[config.mk]
export PLATFORM = sky130hd
export DESIGN_NAME = cpsg_alu
export DESIGN_NICKNAME = d
export VERILOG_FILES = /design/src/hdl/cpsg_pkg.sv /design/src/hdl/cpsg_alu.sv
export SDC_FILE = /design/constraint.sdc
export NUM_CORES = 1
export LEC_CHECK = 0
export ABC_AREA = 0
export BUFFER_PORTS_ARGS = -buffer_cell sky130_fd_sc_hd__buf_4
export CAP_MARGIN = 20
export CORE_MARGIN = 2
export CORE_UTILIZATION = 35
export DETAILED_ROUTE_END_ITERATION = 6
export GPL_TIMING_DRIVEN = 0
export MAX_ROUTING_LAYER = met4
export PLACE_DENSITY = 0.66
export SLEW_MARGIN = 30
export SYNTH_ARGS = -nofsm -noshare
export SYNTH_HDL_FRONTEND = slang
export SYNTH_SLANG_ARGS = --single-unit
[constraint.sdc]
create_clock -name vclk -period 2.43
set_input_delay 0.1215 -clock vclk [all_inputs]
set_output_delay 0.1215 -clock vclk [all_outputs]
set_load 0.03 [all_outputs]
[src/hdl/cpsg_pkg.sv]
// shared types, constants and table functions for the cosine profile setpoint generator
package cpsg_pkg;

   localparam int CPSG_TABLE_DEPTH = 1024;
   localparam int PROG_W = 17;
   localparam int REM_W = 53;
   localparam int DIV_STEPS = 16;
   localparam int STEP_W = $clog2(DIV_STEPS);

   localparam logic [63:0] CPSG_PI_Q30 = 64'd3373259426;
   localparam logic signed [63:0] ONE_Q30 = 64'sd1073741824;
   localparam logic [20:0] TIME_SCALE = 21'd2000000;

   localparam int CSR_IDX_W = 3;
   localparam int CSR_DATA_W = 31;
   localparam logic [CSR_IDX_W-1:0] CSR_FULL_VELOCITY = 3'd0;
   localparam logic [CSR_IDX_W-1:0] CSR_SHORT_VELOCITY = 3'd1;
   localparam logic [CSR_IDX_W-1:0] CSR_SHORT_DISTANCE = 3'd2;
   localparam logic [CSR_IDX_W-1:0] CSR_TICK_PERIOD_US = 3'd3;
   localparam logic [CSR_IDX_W-1:0] CSR_SETTLE_THRESHOLD = 3'd4;

   localparam logic [19:0] FULL_VELOCITY_RST = 20'd200000;
   localparam logic [19:0] SHORT_VELOCITY_RST = 20'd60000;
   localparam logic [30:0] SHORT_DISTANCE_RST = 31'd10000;
   localparam logic [19:0] TICK_PERIOD_US_RST = 20'd1000;
   localparam logic [15:0] SETTLE_THRESHOLD_RST = 16'd50;

   typedef struct packed {
      logic signed [31:0] goal_position;
      logic signed [31:0] measured_position;
      logic               drive_operational;
   } req_type;

   typedef struct packed {
      logic signed [31:0] setpoint;
      logic               moving;
      logic               arrived;
   } rsp_type;

   typedef enum logic [3:0] {
      ST_FILL,
      ST_IDLE,
      ST_LATCH,
      ST_PREP,
      ST_MUL,
      ST_CMP,
      ST_DIV,
      ST_IDX,
      ST_READ,
      ST_OFF,
      ST_SUM,
      ST_CHECK,
      ST_OUT
   } state_type;

   // q30 taylor cosine, angle in [0, pi/2]
   function automatic logic signed [63:0] cos_q30(input logic [63:0] x);
      logic [63:0]        x2;
      logic [63:0]        term;
      logic signed [63:0] sum;
      x2 = (x * x) >> 30;
      term = 64'(ONE_Q30);
      sum = ONE_Q30;
      for (int k = 1; k <= 10; k++) begin
         term = (term * x2) >> 30;
         term = term / 64'((2 * k - 1) * (2 * k));
         if ((k & 1) != 0) begin
            sum = sum - $signed(term);
         end else begin
            sum = sum + $signed(term);
         end
      end
      return sum;
   endfunction

   // q16 progress (1 - cos) / 2, rounded and clamped
   function automatic logic [PROG_W-1:0] progress_value(input logic [63:0] angle,
                                                        input logic flip);
      logic signed [63:0] c;
      logic signed [63:0] v;
      c = cos_q30(angle);
      if (flip) begin
         c = -c;
      end
      v = (ONE_Q30 - c + 64'sd16384) >>> 15;
      if (v < 64'sd0) begin
         v = 64'sd0;
      end else if (v > 64'sd65536) begin
         v = 64'sd65536;
      end
      return PROG_W'(v);
   endfunction

endpackage

[src/hdl/cpsg_alu.sv]
// shared subtract and compare unit for the ratio compare and restoring divide steps
module cpsg_alu import cpsg_pkg::*; (
   input  logic [REM_W:0]   a,
   input  logic [REM_W-1:0] b,
   output logic [REM_W:0]   diff,
   output logic             ge
);

   logic [REM_W+1:0] full;

   assign full = {1'b0, a} - {2'b00, b};
   assign diff = full[REM_W:0];
   assign ge = ~full[REM_W+1];

endmodule
==> results of run 1 <==
==> metal layers <==
layer | up-vias | part of all wire | wire length (um) | global-route usage
met4 | 0 | 0.0069 | 93 | 0.01143
met3 | 8 | 0.062 | 840 | 0.01684
met5 | - | 0 | 0 | -
met1 | 2190 | 0.43 | 5740 | 0.2804
met2 | 195 | 0.50 | 6801 | 0.4038
li1 | 2359 | - | - | -
==> final cells by class <==
class / count / area (um2) / area share
Inverter: 70 / 277.8 / 0.04521
Multi-Input combinational cell: 450 / 3876 / 0.6310
Timing Repair Buffer: 209 / 1689 / 0.2749
Buffer: 19 / 133.9 / 0.02179
Tap cell: 133 / 166.4 / 0.02709
==> worst min-delay path by stage <==
| stage | slack, ps | to | cells after the start | startpoint |
|---|---|---|---|---|
| floorplan | 440 | diff[53] | 1 | a[53] |
| global placement | 560 | diff[53] | 3 | a[53] |
| detailed placement | 560 | diff[53] | 3 | a[53] |
| CTS | 550 | diff[53] | 3 | a[53] |
| global route | 560 | diff[53] | 3 | a[53] |
| finish | 560 | diff[53] | 3 | a[53] |
==> critical path, cell delays in order <==
cell and delay, ps:
buf_8 110, inv_12 40, ha_4 120, inv_2 40, fa_2 390, a211oi_2 240, nor2_2 70, buf_4 140
o211ai_1 230, o211ai_2 170, a311oi_2 300, buf_4 200, nor3_4 50, o31ai_4 300, o31ai_2 110, xor2_2 200
buf_6 150
==> per-stage QoR <==
stage	total power (uW)	worst slack, ps	hold WS, ps	TNS [ps]	area, um2
floorplan	1284	-157.6	439.8	-506.4	3699
global placement	1904	-672.3	560.6	-11240	5081
detailed placement	1918	-673.4	561.2	-11860	5081
global route	2486	-748.9	561.1	-15560	6143
finish	2344	-667.3	555.3	-11580	6143
CTS	2181	-622.1	554.2	-9360	5806
==> where the power goes <==
part           total [uW]  switching [uW]  leakage (uW)  internal, uW
clock                   0               0             0             0
combinational        2340            1300       0.00300          1050
sequential              0               0             0             0
==> cells in the final DEF, fill, tap and decap left out, types with 5 or more instances in the layout <==
cell type  count
ha_4          15
clkbuf_1       6
o21bai_1      11
nor2b_1        5
xor2_1        11
o21ai_2        6
inv_1         64
buf_4        183
o21ai_1        8
o21ai_0       18
nand2_2        5
a21oi_1       52
nand4_1       21
nand2b_1       6
nor2_1        33
xnor2_2       13
a21oi_2       13
nand3_1        8
xnor2_1       18
nand2_1       40
ha_2           5
buf_6         34
o21a_1        10
ha_1          33
a21o_1        24
==> cells by family after synthesis <==
logic type               synth area share
multiplexers                     0.002826
AND/OR/NAND/NOR                    0.2066
AO/OA/AOI/OAI                      0.3734
buffers and inverters              0.1081
adder cells (fa/ha/maj)            0.1929
XOR/XNOR                           0.1162
==> repair_timing <==
| action | 4_1_cts | 5_1_grt |
|---|---|---|
| buffers inserted | 33 | 15 |
| resized for setup | 106 | 45 |
| pin swaps | 46 | 48 |
| setup endpoints to repair | 34 | 42 |
| cloned | 0 | 0 |
==> results.cfg, run 1 <==
[synth]
synth_top_area_share = 0.1872
synth.distinct_cells = 62
synth_most_common_cell = inv_1
ys_seq_area_frac = 0
yosysWarnings = 0
synth.avg_cell_area_um2 = 6.547
synth_area_leaders = ha_1 (19%), a21oi_1 (9.0%), xnor2_1 (7.7%), inv_1 (7.4%), a21o_1 (5.1%)
syn_inst = 541
yosys-top-cells-count = inv_1 (70), a21oi_1 (64), ha_1 (53), nand2_1 (44), nor2_1 (36)
synthesis.nets = 702
syn_area_um2 = 3542
yosysTopAreaCell = ha_1

[clocking]
postCtsHoldBufs = 0

[grt]
first_global_vias = 4517
overflow = 0
grt_pass1_wl_um = 20560
grt_usage = 0.2213
antenna_found_initial = 0
grt_max_degree = 11

[floorplan]
start_util = 0.3607
core-area_um2 = 9819
fp.dieArea_um2 = 10940
die_y_um = 104.6
die-width_um = 104.6
rows = 36
io_pins = 162

[final_layout]
register_area_um2 = 0
area_growth_pct = 73.44
diodes = 0
clkbuf_count = 0
utilization = 0.6256
drive_gt1_frac = 0.4492
layout.nets = 911
design.seq.count = 0
fill_cells = 918
layout.cells.non_filler = 881

[job]
drv_cap = 0

[timing]
maxSlewViolCount = 0
setup_violations = 33
tightestPinTransition_ps = 734.1
maxSlewHeadroom = 0.5054
rsz0062_at_grt = true
fin_crit_sh = 1.275
final.setup.worst_slack_ps = -667.3
period_needed_ps = 3097
hold_viol = 0
fmax_mhz = 322.9

[placed_design]
dp.cells = 836
hpwl_um = 10030
numPortBuffers = 162
gp_congestion = 0.9056

[detailed_routing]
ant_nets = 0
vias_per_cell = 5.394
vias = 4752
drt_iter0_markers = 191
drc_errors = 0
wl_um = 13480
drt_first_pass_iters = 5
wl_per_cell_um = 15.30

[setup_path]
crit_end = diff[36]
required_ps = 2310
crit_fanout = 3
path_class = in2out
startpoint_type = input port
cp-startpoint = a[0]
arrival_ps = 2980
worstSetupEndpointType = primary output

[worst_hold_path]
hold_path_class = in2out

[run_status]
violations = negative setup slack
status = finished, violations left

[power_and_ir_drop]
ir_drop_mv = 0.3490
power-per-cell-area_nw_per_um2 = 381.5
cellLeakagePower_uw = 0.003003
No activity file was read; power rests on OpenSTA's default activity.
==> inputs of run 2 (changes only) <==
--- a/config.mk
+++ b/config.mk
@@ -9,11 +9,11 @@
 export BUFFER_PORTS_ARGS = -buffer_cell sky130_fd_sc_hd__buf_4
 export CAP_MARGIN = 20
 export CORE_MARGIN = 2
-export CORE_UTILIZATION = 35
+export CORE_UTILIZATION = 40
 export DETAILED_ROUTE_END_ITERATION = 6
 export GPL_TIMING_DRIVEN = 0
 export MAX_ROUTING_LAYER = met4
-export PLACE_DENSITY = 0.66
+export PLACE_DENSITY = 0.74
 export SLEW_MARGIN = 30
 export SYNTH_ARGS = -nofsm -noshare
 export SYNTH_HDL_FRONTEND = slang
==> results.cfg, run 2 (synthesis gave the netlist of run 1 again) <==
[worst_hold_path]
hold_path_class = in2out

[timing]
final.setup.worst_slack_ps = -473.4
hold_viol = 0
maxSlewViolCount = 0
tightestPinTransition_ps = 774.4
maxSlewHeadroom = 0.4783
setup_violations = 27
fin_crit_sh = 1.195
rsz0062_at_grt = true
setup-tns-final_ps = -5910
period_needed_ps = 2903
fmax_mhz = 344.4

[detailed_routing]
drt_iter0_markers = 269
wl_um = 12950
drt_first_pass_iters = 5
ant_nets = 0
vias_per_cell = 5.723
vias = 4859
drc_errors = 0
wl_per_cell_um = 15.26

[floorplan]
die_y_um = 98.10
die-width_um = 98.10
rows = 34
io_pins = 162
fp.dieArea_um2 = 9624
start_util = 0.4102
core-area_um2 = 8636

[power_and_ir_drop]
finalPower_uw = 2271
power-per-cell-area_nw_per_um2 = 382.7
ir_drop_mv = 0.3025
cellLeakagePower_uw = 0.002953

[run_status]
violations = negative setup slack
status = finished, violations left

[grt]
overflow = 0
grt_usage = 0.2436
antenna_found_initial = 0
grt_pass1_wl_um = 20020
first_global_vias = 4557
grt_max_degree = 11

[final_layout]
area_growth_pct = 67.54
diodes = 0
layout.cells.non_filler = 849
mostFrequentLayoutCells = buf_4 (183), inv_1 (65), a21oi_1 (54)
clkbuf_count = 0
layout.nets = 904
final_common_cell = buf_4
register_area_um2 = 0
drive_gt1_frac = 0.4426
design.seq.count = 0
fill_cells = 687
utilization = 0.6872

[placed_design]
gp_congestion = 0.9705
numPortBuffers = 162
dp.cells = 811
dp_slack_ps = -651.4
hpwl_um = 9688

[job]
drv_cap = 0

[setup_path]
crit_fanout = 4
startpoint_type = input port
worstSetupEndpointType = primary output
arrival_ps = 2780
required_ps = 2310
path_class = in2out
==> run 2: timing repair <==
| action | in CTS | in global routing |
|---|---|---|
| gates resized for setup | 93 | 36 |
| setup buffers | 28 | 13 |
| pin swaps | 45 | 38 |
| setup endpoints to repair | 33 | 37 |
| hold buffers | 0 | 0 |
| endpoints found under the hold margin | 0 | 0 |
==> run 2: worst paths after layout <==
kind / slack [ps] / cells past startpoint / startpoint / end
worst max-delay path: -470 / 15 / a[0] / diff[48]
worst min-delay path: 550 / 3 / a[53] / diff[53]
==> run 2: per-layer routing <==
| metal | wire (um) | global-route usage |
|---|---|---|
| met1 | 5329 | 0.3100 |
| met2 | 6410 | 0.4294 |
| met3 | 960 | 0.01002 |
| met4 | 252 | 0.05128 |
| met5 | 0 | - |
==> run 2: per-stage QoR <==
step           cell area [um2]  hold slack, ps
2_1_floorplan             3699           439.8
3_3_place_gp              5050           558.4
3_5_place_dp              5050           567.3
4_1_cts                   5673           557.3
5_1_grt                   5934           570.2
6_report                  5934           554.7
==> run 2: final cells by class <==
type	instances	area, um2	area share
Buffer	19	132.6	0.02235
Multi-Input combinational cell	450	3782	0.6374
Inverter	70	277.8	0.04681
Timing Repair Buffer	202	1607	0.2707
Tap cell	108	135.1	0.02277
==> run 2: report_power, final <==
group          internal (uW)  switching, uW  total, uW
clock                      0              0          0
combinational            997           1270       2270
sequential                 0              0          0
total                    997           1270       2270
==> run 2: critical path, stage by stage <==
cell and delay (ps):
buf_8 110, inv_12 40, ha_4 120, inv_2 30, fa_2 350, a211oi_2 210, nor2_2 110, o211ai_1 220
o211ai_2 150, a311oi_2 340, or3_1 170, nand2_2 80, or4_1 430, and4_4 170, buf_6 130
